$ cat src/kt_pkg.sv
package kt_pkg;

  // Default longest word before it is cut off.
  localparam int MAX_WORD_DEF = 63;

  // Longest keyword, number of keywords, bytes per identifier chunk.
  localparam int KW_MAXLEN   = 10;
  localparam int KW_NUM      = 20;
  localparam int CHUNK_BYTES = 8;
  // Unsent word bytes held at once: a full keyword plus the byte that follows it.
  localparam int BUF_BYTES   = KW_MAXLEN + 1;

  // Token kinds.
  localparam logic [4:0] K_END   = 5'd0;
  localparam logic [4:0] K_SEMI  = 5'd1;
  localparam logic [4:0] K_EQ    = 5'd2;
  localparam logic [4:0] K_INT   = 5'd3;
  localparam logic [4:0] K_IDENT = 5'd4;
  localparam logic [4:0] K_KW0   = 5'd5;

  typedef enum logic [2:0] {
    ST_IDLE,
    ST_MINUS,
    ST_NUMBER,
    ST_WORD,
    ST_HALT
  } kt_state_t;

  typedef struct packed {
    logic [7:0] text_byte;
    logic       end_of_input;
  } kt_in_t;

  typedef struct packed {
    logic [4:0]         kind;
    logic signed [31:0] number;
    logic [63:0]        text_chunk;
    logic [3:0]         chunk_bytes;
    logic               last;
  } kt_out_t;

  typedef struct packed {
    logic       hit;
    logic [4:0] kind;
  } kw_hit_t;

  // Keyword spellings, right-aligned: the first character sits in the highest used byte.
  localparam logic [8*KW_MAXLEN-1:0] KW_TEXT [KW_NUM] = '{
    "exit", "fn", "call", "def", "int", "print", "str", "input", "neg", "inc",
    "dec", "sub", "add", "alloc", "sleep", "time", "isequal", "fopen", "fread",
    "filehandle"
  };

  localparam logic [3:0] KW_LEN [KW_NUM] = '{
    4'd4, 4'd2, 4'd4, 4'd3, 4'd3, 4'd5, 4'd3, 4'd5, 4'd3, 4'd3,
    4'd3, 4'd3, 4'd3, 4'd5, 4'd5, 4'd4, 4'd7, 4'd5, 4'd5, 4'd10
  };

  // Compares a word (first character in the lowest byte) with every keyword at once.
  function automatic kw_hit_t kw_lookup(input logic [8*KW_MAXLEN-1:0] word,
                                        input logic [3:0] len);
    kw_hit_t r;
    logic    eq;
    r = '0;
    for (int k = 0; k < KW_NUM; k++) begin
      eq = (len == KW_LEN[k]);
      for (int i = 0; i < KW_MAXLEN; i++) begin
        if (i < int'(KW_LEN[k])) begin
          eq &= (word[8*i +: 8] == KW_TEXT[k][8*(int'(KW_LEN[k]) - 1 - i) +: 8]);
        end
      end
      if (eq && !r.hit) begin
        r.hit  = 1'b1;
        r.kind = K_KW0 + 5'(k);
      end
    end
    return r;
  endfunction

endpackage

$ cat src/keyword_tokenizer.sv
// Streaming lexer: source text comes in one byte per request on the src channel, and tokens
// leave on the tok channel (end, ';', '=', 32-bit wrapping integers, twenty keywords, and
// identifiers split into 8-byte chunks with last set on the final chunk of each token).
// The block accepts a byte in every cycle while each byte causes at most one result and the
// tok channel takes it. A byte that completes one or more tokens causes up to three results;
// they wait in a three-entry output queue and leave it one per cycle while tok_ready is high.
// The next byte waits in the input register meanwhile and is processed in the cycle the last
// of them is sent. Once the end token has gone out, the block swallows further requests
// without results until reset. Words are held in an 11-byte window of unsent characters, so
// no memory and no clearing pass follow reset.
module keyword_tokenizer #(
  parameter int MAX_WORD = kt_pkg::MAX_WORD_DEF
) (
  input  logic            clk,
  input  logic            rst,
  input  logic            src_valid,
  output logic            src_ready,
  input  kt_pkg::kt_in_t  src_data,
  output logic            tok_valid,
  input  logic            tok_ready,
  output kt_pkg::kt_out_t tok_data
);
  import kt_pkg::*;

  // The word length counter has to reach MAX_WORD itself.
  localparam int LW = $clog2(MAX_WORD + 1);
  localparam int BW = 8 * BUF_BYTES;

  localparam logic [7:0] CH_SPACE = 8'h20;
  localparam logic [7:0] CH_TAB   = 8'h09;
  localparam logic [7:0] CH_CR    = 8'h0D;
  localparam logic [7:0] CH_SEMI  = 8'h3B;
  localparam logic [7:0] CH_EQ    = 8'h3D;
  localparam logic [7:0] CH_MINUS = 8'h2D;
  localparam logic [7:0] CH_ZERO  = 8'h30;
  localparam logic [7:0] CH_NINE  = 8'h39;
  localparam logic [7:0] CH_UA    = 8'h41;
  localparam logic [7:0] CH_UZ    = 8'h5A;
  localparam logic [7:0] CH_LA    = 8'h61;
  localparam logic [7:0] CH_LZ    = 8'h7A;
  localparam logic [7:0] CH_SLASH = 8'h2F;
  localparam logic [7:0] CH_DOT   = 8'h2E;

  // Input register: one byte waits here until its results fit into the output queue.
  logic   held;
  kt_in_t item;

  // Scanner state.
  kt_state_t      st, st_next;
  logic [31:0]    acc, acc_next;
  logic           neg, neg_next;
  logic [LW-1:0]  wlen, wlen_next;
  // Unsent word characters, the oldest in the lowest byte.
  logic [BW-1:0]  wbuf, wbuf_next;
  logic [3:0]     bcnt, bcnt_next;
  // Set once part of the current word has gone out, which rules out a keyword.
  logic           sent, sent_next;

  // Results of the byte in the input register, in emission order.
  kt_out_t    res [3];
  logic [1:0] res_n;

  // Output queue; entry 0 drives the tok channel.
  kt_out_t    rq [3];
  logic [1:0] rq_cnt;

  logic can_load;
  logic process;

  function automatic kt_out_t mk_res(input logic [4:0] kind, input logic [31:0] num,
                                     input logic [63:0] chunk, input logic [3:0] cnt,
                                     input logic last);
    kt_out_t r;
    r.kind        = kind;
    r.number      = num;
    r.text_chunk  = chunk;
    r.chunk_bytes = cnt;
    r.last        = last;
    return r;
  endfunction

  // Keeps the first cnt bytes of a chunk and clears the rest.
  function automatic logic [63:0] chunk_mask(input logic [63:0] bytes, input logic [3:0] cnt);
    logic [63:0] r;
    r = '0;
    for (int i = 0; i < CHUNK_BYTES; i++) begin
      if (4'(i) < cnt) begin
        r[8*i +: 8] = bytes[8*i +: 8];
      end
    end
    return r;
  endfunction

  function automatic logic [BW-1:0] put_byte(input logic [BW-1:0] buf_in,
                                             input logic [3:0] idx, input logic [7:0] b);
    logic [BW-1:0] r;
    r = buf_in;
    for (int i = 0; i < BUF_BYTES; i++) begin
      if (4'(i) == idx) begin
        r[8*i +: 8] = b;
      end
    end
    return r;
  endfunction

  // A new group of results may be loaded when the queue is empty or is sending its last entry.
  assign can_load  = (rq_cnt == 2'd0) || (rq_cnt == 2'd1 && tok_ready);
  assign process   = held && can_load;
  assign src_ready = !held || process;

  assign tok_valid = (rq_cnt != 2'd0);
  assign tok_data  = rq[0];

  // One scanner step for the held byte. The order of the sections below follows the order in
  // which results appear: a chunk from a growing word, the end of the current token, the
  // single-byte tokens that the same byte may start, and the end token last.
  always_comb begin : step_logic
    logic [7:0]  b;
    logic        fin;
    logic        is_dig;
    logic        is_ws;
    logic        is_wstart;
    logic        is_delim;
    logic [31:0] dval;
    logic        close_num;
    logic        close_word;
    logic        start;
    logic        begin_w;
    logic        hit_max;
    logic        do_halt;
    kw_hit_t     kw;

    st_next   = st;
    acc_next  = acc;
    neg_next  = neg;
    wlen_next = wlen;
    wbuf_next = wbuf;
    bcnt_next = bcnt;
    sent_next = sent;
    res       = '{default: '0};
    res_n     = 2'd0;

    b         = item.text_byte;
    fin       = item.end_of_input;
    is_dig    = b inside {[CH_ZERO:CH_NINE]};
    is_ws     = b inside {CH_SPACE, [CH_TAB:CH_CR]};
    is_wstart = b inside {[CH_UA:CH_UZ], [CH_LA:CH_LZ], CH_SLASH, CH_DOT};
    is_delim  = is_ws || b == CH_SEMI || b == CH_EQ;
    dval      = {24'd0, b - CH_ZERO};
    kw        = '0;

    close_num  = 1'b0;
    close_word = 1'b0;
    start      = 1'b0;
    begin_w    = 1'b0;
    hit_max    = 1'b0;
    do_halt    = 1'b0;

    case (st)
      ST_IDLE: begin
        start = 1'b1;
      end
      ST_MINUS: begin
        // A minus only survives in front of a digit; before a word it is dropped.
        if (fin) begin
          do_halt = 1'b1;
        end else if (is_dig) begin
          acc_next = dval;
          st_next  = ST_NUMBER;
        end else begin
          neg_next = 1'b0;
          if (is_wstart) begin
            begin_w = 1'b1;
          end else begin
            do_halt = 1'b1;
          end
        end
      end
      ST_NUMBER: begin
        if (!fin && is_dig) begin
          acc_next = (acc << 3) + (acc << 1) + dval;
        end else begin
          close_num = 1'b1;
          start     = 1'b1;
        end
      end
      ST_WORD: begin
        if (!fin && !is_delim) begin
          if (int'(wlen) < MAX_WORD) begin
            wbuf_next = put_byte(wbuf, bcnt, b);
            bcnt_next = bcnt + 4'd1;
            wlen_next = wlen + LW'(1);
          end
          // Past keyword length, the oldest eight bytes go out as soon as more than eight wait.
          if (int'(wlen_next) > KW_MAXLEN && bcnt_next > 4'(CHUNK_BYTES)) begin
            res[res_n] = mk_res(K_IDENT, '0, wbuf_next[63:0], 4'(CHUNK_BYTES), 1'b0);
            res_n      = res_n + 2'd1;
            wbuf_next  = wbuf_next >> (8 * CHUNK_BYTES);
            bcnt_next  = bcnt_next - 4'(CHUNK_BYTES);
            sent_next  = 1'b1;
          end
          if (int'(wlen_next) >= MAX_WORD) begin
            hit_max = 1'b1;
          end
        end else begin
          close_word = 1'b1;
          start      = 1'b1;
        end
      end
      default: begin
      end
    endcase

    // Word end: a keyword token, or the unsent bytes as one or two identifier chunks.
    if (close_word || hit_max) begin
      kw = kw_lookup(wbuf_next[8*KW_MAXLEN-1:0], wlen_next[3:0]);
      if (!sent_next && int'(wlen_next) <= KW_MAXLEN && kw.hit) begin
        res[res_n] = mk_res(kw.kind, '0, '0, 4'd0, 1'b1);
        res_n      = res_n + 2'd1;
      end else if (bcnt_next > 4'(CHUNK_BYTES)) begin
        res[res_n] = mk_res(K_IDENT, '0, wbuf_next[63:0], 4'(CHUNK_BYTES), 1'b0);
        res_n      = res_n + 2'd1;
        res[res_n] = mk_res(K_IDENT, '0, chunk_mask(64'(wbuf_next >> (8 * CHUNK_BYTES)),
                            bcnt_next - 4'(CHUNK_BYTES)), bcnt_next - 4'(CHUNK_BYTES), 1'b1);
        res_n      = res_n + 2'd1;
      end else begin
        res[res_n] = mk_res(K_IDENT, '0, chunk_mask(wbuf_next[63:0], bcnt_next),
                            bcnt_next, 1'b1);
        res_n      = res_n + 2'd1;
      end
      st_next = ST_IDLE;
    end

    if (close_num) begin
      res[res_n] = mk_res(K_INT, neg ? (32'd0 - acc) : acc, '0, 4'd0, 1'b1);
      res_n      = res_n + 2'd1;
      neg_next   = 1'b0;
      st_next    = ST_IDLE;
    end

    // The byte that ended a token, or any byte between tokens, may start the next one.
    if (start) begin
      if (fin) begin
        do_halt = 1'b1;
      end else if (is_ws) begin
        st_next = ST_IDLE;
      end else if (b == CH_SEMI) begin
        res[res_n] = mk_res(K_SEMI, '0, '0, 4'd0, 1'b1);
        res_n      = res_n + 2'd1;
      end else if (b == CH_EQ) begin
        res[res_n] = mk_res(K_EQ, '0, '0, 4'd0, 1'b1);
        res_n      = res_n + 2'd1;
      end else if (b == CH_MINUS) begin
        neg_next = 1'b1;
        st_next  = ST_MINUS;
      end else begin
        neg_next = 1'b0;
        if (is_dig) begin
          acc_next = dval;
          st_next  = ST_NUMBER;
        end else if (is_wstart) begin
          begin_w = 1'b1;
        end else begin
          do_halt = 1'b1;
        end
      end
    end

    // A fresh word holds its first byte; one byte can neither fill it nor send a chunk.
    if (begin_w) begin
      wbuf_next = put_byte(wbuf_next, 4'd0, b);
      bcnt_next = 4'd1;
      wlen_next = LW'(1);
      sent_next = 1'b0;
      st_next   = ST_WORD;
    end

    if (do_halt) begin
      res[res_n] = mk_res(K_END, '0, '0, 4'd0, 1'b1);
      res_n      = res_n + 2'd1;
      st_next    = ST_HALT;
    end
  end

  always_ff @(posedge clk) begin
    if (rst) begin
      held   <= 1'b0;
      rq_cnt <= 2'd0;
      st     <= ST_IDLE;
      acc    <= '0;
      neg    <= 1'b0;
      wlen   <= '0;
      bcnt   <= '0;
      sent   <= 1'b0;
    end else begin
      if (src_ready) begin
        held <= src_valid;
      end
      if (process) begin
        st     <= st_next;
        acc    <= acc_next;
        neg    <= neg_next;
        wlen   <= wlen_next;
        bcnt   <= bcnt_next;
        sent   <= sent_next;
        rq_cnt <= res_n;
      end else if (tok_valid && tok_ready) begin
        rq_cnt <= rq_cnt - 2'd1;
      end
    end
  end

  // Payload registers need no reset.
  always_ff @(posedge clk) begin
    if (src_valid && src_ready) begin
      item <= src_data;
    end
    if (process) begin
      wbuf  <= wbuf_next;
      rq[0] <= res[0];
      rq[1] <= res[1];
      rq[2] <= res[2];
    end else if (tok_valid && tok_ready) begin
      rq[0] <= rq[1];
      rq[1] <= rq[2];
    end
  end

endmodule

$ cat config.mk
export PLATFORM = sky130hd
export DESIGN_NAME = keyword_tokenizer
export DESIGN_NICKNAME = d
export VERILOG_FILES = /design/src/kt_pkg.sv /design/src/keyword_tokenizer.sv
export SDC_FILE = /design/constraint.sdc
export NUM_CORES = 1
export LEC_CHECK = 0
export ABC_AREA = 1
export ABC_CLOCK_PERIOD_IN_PS = 9700
export BUFFER_PORTS_ARGS = -buffer_cell sky130_fd_sc_hd__buf_2
export CORE_ASPECT_RATIO = 2
export CORE_MARGIN = 1.5
export CORE_UTILIZATION = 40
export CTS_BUF_LIST = sky130_fd_sc_hd__clkbuf_8
export CTS_CLUSTER_DIAMETER = 60
export DETAILED_ROUTE_END_ITERATION = 8
export PLACE_DENSITY = 0.54
export SLEW_MARGIN = 40
export SYNTH_ARGS = -nofsm -noshare
export SYNTH_HDL_FRONTEND = slang
export SYNTH_SLANG_ARGS = --single-unit
$ cat constraint.sdc
create_clock -name clk -period 9.7 [get_ports clk]
set_input_delay 2.91 -clock clk [delete_from_list [all_inputs] [get_ports clk]]
set_output_delay 2.91 -clock clk [all_outputs]
set_load 0.01 [all_outputs]
After elaboration in Yosys (flattened, before gate mapping)

Memories as Yosys holds them, arrays and structs flattened.
Index checks and enable logic that the tools add are counted.

Flip-flop bits (word level): 147
RAM bits: 318
Word-level logic and storage cells: 626
Memories kept: 1

Muxes and demuxes: 317
$add $sub $neg: 14
$lt $le $gt $ge: 35
Reductions and logical operators: 72
Bitwise operators: 95
Eq/ne operators: 81

Memory list:

| memory | words | width | rd ports | clocked after Yosys merged registers in | wr ports | line                    | source |
|---|---|---|---|---|---|---|---|
| rq     | 3     | 106   | 3        | 0                                       | 3        | keyword_tokenizer.sv:64 | `kt_out_t rq [3];` |

Operators with widths:

| kind                                                                   | number |
|---|---|
| 318-bit 2-to-1 mux                                                     | 10 |
| 318-bit bitwise mux                                                    | 5 |
| 106-bit demux with 2-bit select                                        | 5 |
| 106-bit 2-to-1 mux                                                     | 7 |
| 312-bit bitwise AND                                                    | 2 |
| 312-bit NOT                                                            | 2 |
| 8-bit 2-to-1 mux                                                       | 59 |
| 8-bit by 7-bit equality test with 1-bit output (second input constant) | 55 |
| 32-bit 2-to-1 mux                                                      | 11 |
| 88-bit 2-to-1 mux                                                      | 4 |
| 315-bit bitwise AND                                                    | 1 |
| 315-bit NOT                                                            | 1 |
| 104-bit 2-to-1 mux                                                     | 3 |
| 6-bit 2-to-1 mux                                                       | 46 |
| 1-bit 2-to-1 mux                                                       | 132 |
| 1-bit bitwise AND                                                      | 79 |
| 32-bit one-hot mux with 2 select lines                                 | 1 |
| 8-bit by 6-bit equality test with 1-bit output (second input constant) | 6 |
| 3-bit 2-to-1 mux                                                       | 14 |
| 1-bit logical AND                                                      | 37 |
| 32-bit adder                                                           | 1 |
| 32-bit by 8-bit adder with 32-bit output                               | 1 |
| 1-bit by 32-bit subtractor with 32-bit output (first input constant)   | 1 |
| 4-bit 2-to-1 mux                                                       | 7 |
| 45 further kinds                                                       | 124 |

Longest topological paths before layout

Depth after elaboration: 121
Depth in mapped cells: 48

Worst setup path after synthesis

Ideal clock, no wire load.

Kind: input port to flip-flop
Start: input port tok_ready
End: register rq_cnt[0]
Path buffers: 0
Stages: 6
Arrival: 7.756 ns
Slack: 1.856 ns
Cell sequence: inv_1 -> nor2_1 -> a21oi_1 -> inv_1 -> o21ai_0 -> a21oi_1

Longest elaborated chain between the ends: 4
Elaborated cells between the ends (all ways): 6

RTL lines:

| element                                                       | line                     | source |
|---|---|---|
| start: declaration                                            | keyword_tokenizer.sv:20  | `input logic tok_ready,` |
| 1-bit logical AND                                             | keyword_tokenizer.sv:107 | `assign can_load = (rq_cnt == 2'd0) \|\| (rq_cnt == 2'd1 && tok_ready);` |
| 1-bit logical OR                                              | keyword_tokenizer.sv:107 |  |
| 1-bit logical AND                                             | keyword_tokenizer.sv:108 | `assign process = held && can_load;` |
| 2-bit 2-to-1 mux / 2-bit nonzero test (equally long branches) | -                        |  |
| end signal: assignment                                        | keyword_tokenizer.sv:306 | `rq_cnt <= res_n;` |
| end signal: assignment                                        | keyword_tokenizer.sv:308 | `rq_cnt <= rq_cnt - 2'd1;` |
| end: declaration                                              | keyword_tokenizer.sv:65  | `logic [1:0] rq_cnt;` |

Several ways; a longest one is shown, not always the timed one.
A chain may end at the register's enable or synchronous reset.

==> flow_metrics.tcl <==
set metrics [dict create \
    wire_per_inst_um 24.1 \
    grt.total_usage_pct 28.6 \
    timing.critical_path.mode_cell "nand2_1" \
    first_global_vias 21400 \
    core_area_um2 62000 \
    drv_cap 0 \
    grt_max_degree 147 \
    drive_gt1_share_pct 11.5 \
    rsz0062_at_grt "no" \
    drt-pass1-iter-count 9 \
    cts_sinks 423 \
    cts-root-buf "clkbuf_8" \
    die_x_um 180 \
    die_area_um2 64300 \
    cts_resized 0 \
    slew_headroom_pct 40.2 \
    fin_crit_ps 8160 \
    place_area_um2 26100 \
    clk_latency_ps 680 \
    synth_cell_type_count 64 \
    yosysSeqAreaShare_pct 48.7 \
    final_cell_mix "nand2_1, edfxtp_1, inv_1" \
    cts_tree "built" \
    vias 21200 \
    postLayoutCellArea_um2 27400 \
    async_reset_ff_share_pct 0 \
    syn_inst 2898 \
    syn2layout_area_growth_pct 9.22 \
    critPathArrivalTime_ps 8570 \
    status "finished with violations" \
    clk_pin_slew_ps 80 \
    cts_setup_buffers 0 \
    final-max-slew-violation-count 0 \
    p_per_area_nw_per_um2 222 \
    path_class "reg -> reg" \
    fin_setup_tns_ps 0 \
    crit_path_max_incr_delay_ps 670 \
    numCtsBuffers 61 \
    wl_um 92500 \
    io_buffers 120 \
    synthFlopType "edfxtp_1" \
    viasPerCell 5.51 \
    num_rows 129 \
    hp-class "reg -> reg" \
    finalSetupViolations 0 \
    nFillCells 6263 \
    hold_ws_ps 507 \
    critPathCaptureType "flip-flop" \
    pin_count 121 \
    synth_edf_count 373 \
    vdd_drop_max_uv 262 \
    worst_pin_slew_ps 895 \
    antenna_found_initial 1 \
    synth_seq_cells 423 \
    syn_avg_cell_area_um2 8.65 \
    htreeDepth 2 \
    drtAntennaViolNets 0 \
    start_util_pct 40.4 \
    fin_crit_sh_pct 84.1 \
    dp_hpwl_um 68300 \
    clock.fmax_mhz 123 \
    grt_pass1_wl_um 135000 \
    fp.dieH_um 357 \
    final_common_cell "nand2_1" \
    gp_congestion 1.02 \
    hold_viol 0 \
    fin_nets 3102 \
    drt_iter0_drc 1679 \
    ys_warn_count 0 \
    path_max_fanout 66 \
    startpoint_type "flip-flop" \
    cts_hold_buf 0 \
    crit_required_ps 10110 \
    fin_worst_skew_ps 20.6 \
    drt_drc_violations_left 30 \
    clk_path_buf_depth 3 \
    grt.overflow.total 0 \
    netlist_area_um2 25100 \
    cpMaxStageDelayCell "nor2_4" \
    power_leakage_uw 0.0116 \
    failed_checks "DRC" \
]
-- power breakdown --
group	total, uW	internal [uW]	switching [uW]
Combinational	1740	464	1270
Sequential	2860	2680	179
Clock	1480	745	733
-- Yosys cell counts, types with 7 or more instances --
library cell	n	share of area [%]
o31ai_1	18	0.54
nor3_1	39	0.78
nand3_1	164	3.3
buf_6	9	0.40
dfxtp_1	50	4.0
nand2_2	20	0.50
edfxtp_1	373	45
or2_2	19	0.47
a21oi_1	135	2.7
buf_4	113	3.4
nor4_1	21	0.52
a22o_1	44	1.5
inv_1	304	4.6
o22ai_1	48	1.2
buf_2	27	0.54
clkbuf_1	70	1.0
nand4_1	33	0.82
o21ai_0	239	4.8
nor2_4	7	0.31
nor2_1	235	3.5
xor2_1	39	1.4
a31oi_1	11	0.27
o21ai_1	15	0.30
o21ai_2	7	0.24
o211ai_1	10	0.30
nand2_1	631	9.4
ha_1	77	3.8
inv_2	25	0.37
a32o_1	30	1.2
-- worst max-delay path: cells and delay by family, from the launching register on --
family / cells / cell delay (ps)
and+or+nand+nor: 27 / 4640
buffers and inverters: 6 / 1810
adders and majority gates: 2 / 780
DFF: 1 / 350
AOI/OAI and AO/OA: 2 / 230
-- area by class of cell --
class	count	area (um^2)	area share [%]
sequential	423	12200	44.6
multi-input combinational	2016	10700	38.9
inverter	336	1280	4.69
timing repair buffer	168	1030	3.76
tap	786	983	3.59
clock buffer	68	936	3.42
clock inverter	46	287	1.05
antenna	2	5.00	0.0183
-- registers in the layout (all words and copies together), names as in the netlist --
signal,count
rq,276
wbuf,88
acc,32
step_logic.b,8
wlen,6
bcnt,4
st,3
rq_cnt,2
held,1
neg,1
sent,1
step_logic.fin,1
-- kinds of logic (layout without fill, tap and decap cells) --
family	after synthesis	in the layout	share of synthesized area, %
xor+xnor	43	43	1.50
mux	1	1	0.0449
fa+ha+maj	83	83	4.32
compound gates	592	592	14.3
other cells	1	104	0.0150
buf+inv	560	618	10.5
simple gates	1195	1195	20.7
flops	423	423	48.7
-- metrics by stage --
| step | cells | power [uW] | setup WS, ps | util [%] |
|---|---|---|---|---|
| finish | 3845 | 6070 | 1540 | 44.2 |
| global route | 3844 | 6380 | 1220 | 44.2 |
| CTS | 3843 | 6130 | 1770 | 44.2 |
| detailed placement | 3729 | 4650 | 1790 | 42.2 |
| global placement | 3727 | 4600 | 1880 | 42.1 |
| floorplan | 2999 | 4180 | 1860 | - |
-- routing by layer --
| layer | share of wire, % | global-route usage, % | up-vias |
|---|---|---|---|
| met5 | 0 | 0 | - |
| met3 | 4.4 | 3.30 | 283 |
| li1 | - | - | 9987 |
| met1 | 32 | 25.8 | 10200 |
| met2 | 54 | 55.5 | 744 |
| met4 | 9.8 | 25.6 | 0 |
-- final timing paths --
kind / start / to / slack, ps / cells after the start
setup / recovery: step_logic.b[4]$_DFFE_PP_ / rq[0][133]$_DFFE_PP_ / 1540 / 37
hold / removal: wlen[3]$_SDFFE_PP0P_ / wlen[3]$_SDFFE_PP0P_ / 510 / 2
setup reg to reg: step_logic.b[4]$_DFFE_PP_ / rq[0][133]$_DFFE_PP_ / 1540 / 37
hold reg to reg: wlen[3]$_SDFFE_PP0P_ / wlen[3]$_SDFFE_PP0P_ / 510 / 2
Power figures use the tool's default switching activity.
